File: src/sv/seeded_bloom_filter_defines.svh
// ----------------------------------------------------------------------------
// Seeded Bloom filter assertion macros
// Concurrent assertion wrappers clocked on clk; SBF_ASSERT is disabled while rst_n is low, SBF_ASSERT_ALWAYS is not.
// ----------------------------------------------------------------------------
`ifndef SEEDED_BLOOM_FILTER_DEFINES_SVH
`define SEEDED_BLOOM_FILTER_DEFINES_SVH
`ifndef ASSERT_OFF
`define SBF_ASSERT(label, prop, msg) \
  label: assert property (@(posedge clk) disable iff (!rst_n) prop) else $error(msg);
`define SBF_ASSERT_ALWAYS(label, prop, msg) \
  label: assert property (@(posedge clk) prop) else $error(msg);
`else
`define SBF_ASSERT(label, prop, msg)
`define SBF_ASSERT_ALWAYS(label, prop, msg)
`endif
`endif

File: src/sv/sbf_pkg.sv
// ----------------------------------------------------------------------------
// Seeded Bloom filter package
// Sizes, operation codes, controller states, the divider interface types and the rotate function.
// ----------------------------------------------------------------------------
package sbf_pkg;
  localparam int MAX_HASHES = 16;
  localparam int MAX_BYTES  = 8192;
  localparam int ROTATE_BY  = 17;
  localparam int ADDR_W     = $clog2(MAX_BYTES);
  localparam int SEED_W     = $clog2(MAX_HASHES);
  localparam int BYTES_W    = 14;
  localparam int HCNT_W     = 5;
  localparam int COUNT_W    = 20;
  localparam logic [COUNT_W-1:0] COUNT_MAX = '1;

  typedef enum logic [1:0] {
    OP_INSERT = 2'd0,
    OP_QUERY  = 2'd1,
    OP_CLEAR  = 2'd2,
    OP_SEED   = 2'd3
  } sbf_op_t;

  typedef enum logic [2:0] {
    ST_CLEAR,
    ST_IDLE,
    ST_HASH,
    ST_DIV,
    ST_RD,
    ST_CHK,
    ST_DONE
  } sbf_state_t;

  typedef struct packed {
    logic               start;
    logic [63:0]        dividend;
    logic [BYTES_W-1:0] divisor;
  } sbf_div_req_t;

  typedef struct packed {
    logic              done;
    logic [ADDR_W-1:0] rem;
  } sbf_div_rsp_t;

  function automatic logic [63:0] rotl(input logic [63:0] v);
    return (v << ROTATE_BY) | (v >> (64 - ROTATE_BY));
  endfunction
endpackage

File: src/sv/sbf_mod.sv
// ----------------------------------------------------------------------------
// Seeded Bloom filter modulo unit
// Restoring remainder of a 64-bit word by a byte count, four bits per cycle.
// ----------------------------------------------------------------------------
module sbf_mod import sbf_pkg::*; (
  input  logic         clk,
  input  logic         rst_n,
  input  sbf_div_req_t req,
  output sbf_div_rsp_t rsp
);
  logic [63:0]        num_r, num_nxt;
  logic [BYTES_W-1:0] rem_r, rem_nxt;
  logic [BYTES_W-1:0] div_r;
  logic [3:0]         cnt_r;
  logic               busy_r;
  logic               done_r;

  always_comb begin
    logic [BYTES_W:0] t;
    logic [BYTES_W-1:0] r;
    r = rem_r;
    for (int k = 0; k < 4; k++) begin
      t = {r, num_r[63-k]};
      if (t >= {1'b0, div_r}) t = t - {1'b0, div_r};
      r = t[BYTES_W-1:0];
    end
    rem_nxt = r;
    num_nxt = num_r << 4;
  end

  always_ff @(posedge clk) begin
    if (!rst_n) begin
      busy_r <= 1'b0;
      done_r <= 1'b0;
      cnt_r  <= '0;
    end else begin
      done_r <= 1'b0;
      if (req.start) begin
        busy_r <= 1'b1;
        cnt_r  <= '0;
      end else if (busy_r) begin
        cnt_r <= cnt_r + 4'd1;
        if (cnt_r == 4'd15) begin
          busy_r <= 1'b0;
          done_r <= 1'b1;
        end
      end
    end
  end

  always_ff @(posedge clk) begin
    if (req.start) begin
      num_r <= req.dividend;
      rem_r <= '0;
      div_r <= req.divisor;
    end else if (busy_r) begin
      num_r <= num_nxt;
      rem_r <= rem_nxt;
    end
  end

  assign rsp.done = done_r;
  assign rsp.rem  = rem_r[ADDR_W-1:0];
endmodule

File: config.mk
export PLATFORM = sky130hd
export DESIGN_NAME = sbf_mod
export DESIGN_NICKNAME = d
export VERILOG_FILES = /design/src/sv/seeded_bloom_filter_defines.svh /design/src/sv/sbf_pkg.sv /design/src/sv/sbf_mod.sv
export SDC_FILE = /design/constraint.sdc
export NUM_CORES = 1
export LEC_CHECK = 0
export BUFFER_PORTS_ARGS = -buffer_cell sky130_fd_sc_hd__buf_2
export CAP_MARGIN = 10
export CORE_ASPECT_RATIO = 0.5
export CORE_MARGIN = 4
export CORE_UTILIZATION = 59
export CTS_CLUSTER_DIAMETER = 200
export DETAILED_ROUTE_END_ITERATION = 8
export PLACE_DENSITY = 0.81
export SETUP_SLACK_MARGIN = 0.02
export SLEW_MARGIN = 20
export SYNTH_ARGS = -nofsm -noshare
export SYNTH_HDL_FRONTEND = slang
export SYNTH_SLANG_ARGS = --single-unit
File: constraint.sdc
create_clock -name clk -period 12.55 [get_ports clk]
set_clock_uncertainty 0.1 [all_clocks]
set_input_delay 1.255 -clock clk [delete_from_list [all_inputs] [get_ports clk]]
set_output_delay 1.255 -clock clk [all_outputs]
set_load 0.03 [all_outputs]
# After elaboration in Yosys (flattened, before gate mapping)
# Cells that the tools add are included.
# totals
register_bits,98
# op_classes
add_sub_neg,5
n_lt_le_gt_ge,4
n_eq_ne,1
muxes,10
bitwise_logic,2
reduce_logical,3
# ops
op,n
$mux 64,2
$ge 15x14->1,4
$mux 14,4
$sub 14x14->14,4
$add 4x1->4 const B,1
$eq 4x4->1 const B,1
$mux 1,4
$reduce_or 3->1,1
$not 1->1,2
$reduce_bool 2->1,1
$reduce_or 2->1,1

# Depth between registers and ports, before layout
# Gate-level depths: netlist of the first run.
# logic_depth
depth_word,8
ltp_mapped,46
mapped_depth_nobuf,43

# Least setup slack after synthesis of the first run
# Ideal clock, no wire load.
# synth_path
path_kind,register to register
from,reg div_r[1]
to,reg rem_r[10]
arrival_ns,9.119
t_required_ns,12.359
slack_ns,3.240
stages_incl_launch_ff,43
path_buffers,3
cell_sequence,edfxtp_1 -> inv_1 -> ha_1 -> nor2b_2 -> o22ai_1 -> a211oi_2 -> nor4_2 -> nor2_1 -> clkbuf_1 -> o21ai_0 -> inv_1 -> ha_1 -> nor2b_1 -> o21ai_1 -> nand3_1 -> a31oi_1 -> a21oi_1 -> a221o_1 -> (+7 left out) -> o21ba_2 -> o41ai_1 -> nand2b_1 -> a21boi_1 -> mux2i_1 -> ha_1 -> nor2b_1 -> o21a_1 -> o21ai_0 -> a21oi_1 -> a311oi_1 -> o31a_1 -> o21ai_0 -> a31oi_2 -> o21a_2 -> buf_2 -> nand2_1 -> a311oi_1
# synth_between
elab_chain_cells,8
word_cells_on_any_way,12
# synth_rtl
element,line_no,text
from (decl),sbf_mod.sv:13,logic [BYTES_W-1:0] div_r;
from (signal assigned),sbf_mod.sv:55,div_r <= req.divisor;
$sub 14x14->14 / $ge 15x14->1 (equally long branches),sbf_mod.sv:24,"if (t >= {1'b0, div_r}) t = t - {1'b0, div_r};"
$mux 14,sbf_mod.sv:24,
$sub 14x14->14 / $ge 15x14->1 (equally long branches),sbf_mod.sv:24,
$mux 14,sbf_mod.sv:24,
$sub 14x14->14 / $ge 15x14->1 (equally long branches),sbf_mod.sv:24,
$mux 14,sbf_mod.sv:24,
$sub 14x14->14 / $ge 15x14->1 (equally long branches),sbf_mod.sv:24,
$mux 14 *,sbf_mod.sv:24,
to (signal assigned),sbf_mod.sv:58,rem_r <= rem_nxt;
to (decl),sbf_mod.sv:12,"logic [BYTES_W-1:0] rem_r, rem_nxt;"
# Every way passes the cells marked *; elsewhere a longest branch is shown, timed or not.
# A chain may end at the register's enable or synchronous reset.

# Worst setup path in the final report of the first run
# layout_path
from,reg div_r[1]
to,reg rem_r[4]
# The elaborated chain is that of the path after synthesis.

==> results.py, run 1 <==
metrics = {
    "run_status": {
        "status": "completed",
    },
    "logic_synthesis": {
        "yosysWarnings": 0,
        "syn_area_um2": 6980,
        "yosys.cell_types.count": 62,
        "syn_nets": 818,
        "synth_xor_area_share_pct": 5.14,
        "ys_ff_latch": 98,
        "synthMuxAreaShare_pct": 13.9,
        "ys.flop_type": "edfxtp_1",
        "ys_top_cells_by_area": "edfxtp_1 34%, mux2_2 13%, ha_1 10%",
        "yosys.area.top_type_share_pct": 33.5,
        "synth_top_area_cell": "edfxtp_1",
        "synth_edf_count": 78,
        "yosysSeqAreaShare_pct": 39.3,
        "synthCells": 676,
        "synth_fa_ha_area_share_pct": 11.4,
        "synth-simple-area-share_pct": 11.9,
        "synth-async-reset-ratio_pct": 0,
        "syn_area_per_cell_um2": 10.3,
        "synth-compound-area-share_pct": 13.4,
        "synth_top_family_by_area": "multiplexers",
    },
    "grt": {
        "grt_pass1_vias": 5443,
        "grt_overflow": 0,
        "antenna_found_initial": 1,
        "grt_pass1_wl_mm": 27.1,
        "grt_usage_pct": 24.7,
        "grt_max_degree": 65,
    },
    "floorplan": {
        "coreArea_um2": 11300,
        "die-area_um2": 13700,
        "io_pins": 95,
        "die_y_um": 84.9,
        "rows": 27,
        "die_x_um": 162,
        "initial_core_util_pct": 61.9,
    },
    "sta": {
        "hold_violations": 0,
        "drv_slew": 0,
        "setup_violations": 0,
        "rsz0062_at_grt": "no",
        "fmax_mhz": 94.7,
        "min_period_over_period_pct": 84.1,
        "fin_tns_setup_ps": 0,
        "min_period_ps": 10560,
        "maxSlewHeadroom_pct": 36.6,
        "worstMarginPinSlew_ps": 950,
    },
    "placement": {
        "gp_congestion": 0.988,
        "place_hpwl_mm": 12.8,
        "portBuffers": 94,
    },
    "clock_network": {
        "clk_latency_ps": 340,
        "hold_buffers": 0,
        "cts_tree": "built",
        "cts_setup_buffers": 0,
        "htree_num_levels": 3,
        "root_buffer": "clkbuf_16",
        "cts_resized": 0,
        "cts_inserted_buffers": 9,
        "path_clk_slew_ps": 70,
        "cts_buffer_depth": 2,
        "cts.sinks": 98,
    },
    "setup_path": {
        "arrival_ps": 10700,
        "cp-start-kind": "flip-flop",
        "cp-startpoint": "div_r[1]",
        "r2r_setup_slack_ps": 1990,
        "cp_slowest_stage_delay_ps": 570,
        "cp_slowest_cell": "nor2_2",
        "crit_fanout": 18,
        "timing.rr.end": "rem_r[4]",
        "crit_path_end": "rem_r[4]",
        "r2r-start": "div_r[1]",
        "path_class": "reg -> reg",
        "reg2reg_depth": 40,
        "cpMostUsedCell": "ha_1",
        "end_kind": "flip-flop",
        "critical_path_required_ps": 12690,
    },
    "job": {
        "cap_violations": 0,
    },
    "route": {
        "post_drt_wl_per_cell_um": 18.5,
        "antenna_left": 0,
        "routed_wirelength_mm": 16.9,
        "route.detailed.drc": 0,
        "dr_total_vias": 5488,
        "vias_per_cell": 6.00,
        "drt_iter0_markers": 399,
        "first_pass_iters": 5,
    },
    "cells_and_area": {
        "final_common_cell": "buf_2",
        "multiInputGateArea_um2": 3890,
        "drive_above_1_share_pct": 27.9,
        "layout_common_cells": "93 x buf_2, 82 x mux2_2, 78 x edfxtp_1",
        "nNetsFinal": 892,
        "seqCellArea_um2": 2740,
        "syn2layout_area_growth_pct": 11.7,
        "fillers": 894,
    },
    "worst_hold_path": {
        "holdCritPathClass": "reg -> reg",
    },
}
-- cells by family after synthesis --
kind of cell | Yosys count
AO/OA/AOI/OAI | 137
AND/OR/NAND/NOR | 178
XOR/XNOR | 41
adder cells (fa/ha/maj) | 61
multiplexers | 87
buffers and inverters | 74
flip-flops | 98
-- worst max-delay path: cells and delay by family, from the launching register on --
kind | cells | cell delay [ps]
buffers and inverters | 2 | 390
AOI/OAI and AO/OA | 21 | 5210
DFF | 1 | 460
and+or+nand+nor | 11 | 2230
adders and majority gates | 4 | 1250
muxes | 2 | 800
-- area by class of cell --
cell class | count | share of cell area [%]
well taps | 159 | 2.55
repair buffers | 96 | 6.26
flip-flops and latches | 98 | 35.2
inverters | 41 | 1.97
clock buffers | 9 | 2.89
clock inverters | 7 | 1.19
multi-input cells | 504 | 49.9
diodes | 1 | 0.0321
-- metrics by stage --
step,instance area [um2],instances,hold slack (ps),util (%),worst slack [ps]
after floorplan,6980,676,339,-,3240
after global routing,7800,914,438,69.1,1160
after CTS,7790,914,391,69.1,1560
after detailed placement,7470,898,376,66.2,1650
after global placement,7470,898,361,66.2,1970
final,7800,915,391,69.1,1990
-- worst min path at each step --
stage	start	to	slack [ps]	cells after the start
global placement	cnt_r[3]	done_r	360	2
detailed placement	cnt_r[3]	done_r	380	2
CTS	cnt_r[3]	done_r	390	2
floorplan	cnt_r[3]	done_r	340	2
global route	cnt_r[3]	done_r	440	2
finish	cnt_r[3]	done_r	390	2
-- layer usage --
metal	wire, um	global-route usage (%)	share of wire [%]
met5	13	0	0.077
met4	411	7.67	2.4
met3	1510	6.99	8.9
met2	7630	39.6	45
met1	7340	32.9	43
-- flip-flops by register name, summed over array words and instances (netlist names) --
register	cells
num_r	64
div_r	14
rem_r	14
cnt_r	4
busy_r	1
done_r	1
-- synth_stat cells (all sizes together), types with 4 or more instances --
library cell   n
or2            4
xnor2         26
mux2          82
a21boi         6
o21bai         4
nand3         12
inv           41
a31oi          4
nand4          8
edfxtp        78
mux2i          5
nor2b          9
a311oi        12
nand2         55
clkbuf        14
nor3          13
a21oi         37
dfxtp         20
nor4           4
xor2          15
nor2          54
fa             4
ha            57
buf           19
a21o          10
nand2b         4
o21ai         25
and2           5
o21a           9
or3            4
Power of run 1 is not shown: default switching activity piles up to over one toggle a cycle in this logic, so the estimate is an artifact.
==> run 2, diff against run 1 <==
Settings changed: CORE_UTILIZATION 59 to 53, PLACE_DENSITY 0.81 to 0.77.
Clock period 12.55 ns to 9.15 ns, I/O delays scaled along.
==> run 2 against run 1 <==
  * Utilization shrank 2.4 points
  * First-iteration DRC count shrank 4.8%
  * Sequential share of layout area shrank 3.0 points
  * Count of clock-buffer cells in the layout is the same
  * Via count grew 6.2%
  * Die area grew 10%
  * Non-clock buffer count grew 57
  * Global-route usage shrank 0.53 points
  * Critical path depth shrank 2
  * Design area grew 9.2%
  * Setup slack lost 1700 ps
  * Critical path type unchanged
  * Critical endpoint is now rem_r[2]
==> results.py, run 2 (synthesized netlist as in run 1, its figures left out) <==
metrics = {
    "route": {
        "drt_iter0_markers": 380,
        "routed_wirelength_mm": 18.6,
        "antenna_left": 0,
        "first_pass_iters": 5,
        "dr_total_vias": 5828,
        "route.detailed.drc": 0,
        "vias_per_cell": 5.92,
        "post_drt_wl_per_cell_um": 18.9,
    },
    "setup_path": {
        "end_kind": "flip-flop",
        "cp_slowest_stage_delay_ps": 400,
        "cpMostUsedCell": "ha_1",
        "path_class": "reg -> reg",
        "cp-start-kind": "flip-flop",
        "crit_fanout": 7,
        "r2r-start": "div_r[12]",
        "cp_slowest_cell": "or3_1",
        "critical_path_required_ps": 9270,
        "arrival_ps": 8930,
        "critPathBufInv": 2,
        "cpLargestDelayFamily": "compound AO/OA/AOI/OAI gates",
        "cp-startpoint": "div_r[12]",
    },
    "floorplan": {
        "initial_core_util_pct": 54.7,
        "io_pins": 95,
        "coreArea_um2": 12800,
        "die-area_um2": 15200,
        "rows": 29,
        "die_x_um": 170,
        "die_y_um": 89.2,
    },
    "clock_network": {
        "root_buffer": "clkbuf_16",
        "cts_buffer_depth": 2,
        "cts_inserted_buffers": 9,
        "cts.sinks": 98,
        "cts_tree": "built",
        "clk_latency_ps": 350,
        "path_clk_slew_ps": 70,
        "htree_num_levels": 3,
    },
    "placement": {
        "postPlaceCellArea_um2": 7880,
        "portBuffers": 94,
        "gp_congestion": 0.987,
        "place_hpwl_mm": 14.2,
    },
    "worst_hold_path": {
        "holdCritPathClass": "reg -> reg",
        "hp-start": "cnt_r[3]",
    },
    "grt": {
        "grt_overflow": 0,
        "grt_pass1_wl_mm": 28.6,
        "grt_usage_pct": 24.2,
        "antenna_found_initial": 1,
        "grt_max_degree": 58,
        "grt_pass1_vias": 5600,
    },
    "cells_and_area": {
        "seqCellArea_um2": 2740,
        "final_common_cell": "buf_2",
        "fillers": 982,
        "layout_common_cells": "93 x buf_2, 82 x mux2_2, 78 x edfxtp_1",
        "syn2layout_area_growth_pct": 21.9,
        "largest_register_ffs": 64,
        "nNetsFinal": 952,
        "multiInputGateArea_um2": 4130,
        "design_area_um2": 8520,
        "drive_above_1_share_pct": 37.1,
        "num_antenna_cells": 0,
        "top_register": "num_r",
        "top_regs": "num_r x64, div_r x14, rem_r x14",
    },
    "sta": {
        "drv_slew": 0,
        "fmax_mhz": 114,
        "maxSlewHeadroom_pct": 36.8,
        "fin_hold_ws_ps": 393,
        "worstMarginPinSlew_ps": 947,
        "min_period_over_period_pct": 96.3,
        "setup_violations": 0,
        "fin_tns_setup_ps": 0,
        "min_period_ps": 8810,
        "hold_violations": 0,
    },
    "job": {
        "cap_violations": 0,
    },
    "run_status": {
        "status": "completed",
    },
}
## run 2: cell count changes in the layout (fill, tap and decap cells not counted), sizes merged
cell / change
diode: -1
o21a: +1
bufinv: +2
inv: -3
or2: +1
clkinv: +1
nor2: +1
buf: +57
## run 2: metrics by stage
stage          utilization [%]  worst slack [ps]  std cells
3_3_place_gp              61.7               243        960
2_1_floorplan                -              33.6        676
5_1_grt                   66.7             -57.1        985
4_1_cts                   64.6              92.9        976
3_5_place_dp              61.7             -38.9        960
6_report                  66.7               339        985
## run 2: timing repair
action / 4_1_cts / 5_1_grt
resized for setup: 3 / 41
setup endpoints to repair: 12 / 14
hold buffers: 0 / 0
setup buffers: 0 / 6
pin swaps: 0 / 13
gates cloned: 0 / 3
## run 2: metal layers
layer / vias up / share of wire [%] / GRT usage (%)
met1: 2780 / 42 / 32.8
met5: - / 0.065 / 0
li1: 2742 / - / -
met3: 41 / 10 / 6.58
met4: 2 / 1.9 / 5.72
met2: 263 / 45 / 39.4
## run 2: area by class of cell
class	instances	share of cell area (%)
Clock buffer	9	2.64
Multi-Input combinational cell	507	48.5
Clock inverter	7	1.59
Timing Repair Buffer	153	10.8
Tap cell	170	2.50
Inverter	41	1.81
Sequential cell	98	32.2
## run 2: worst register-to-register path: cells and delay by family (launching register included)
kind | cells | cell delay, ps
AOI/OAI and AO/OA | 21 | 4260
and+or+nand+nor | 9 | 1900
adders and majority gates | 4 | 1150
muxes | 2 | 690
DFF | 1 | 380
buffers and inverters | 2 | 220
## run 2: path summary, 6_finish.rpt
check | cells past startpoint | slack, ps | endpoint
min reg2reg | 2 | 390 | done_r
max | 38 | 340 | rem_r[2]
min | 2 | 390 | done_r
max reg2reg | 38 | 340 | rem_r[2]
Power of run 2 is left out for the same reason.
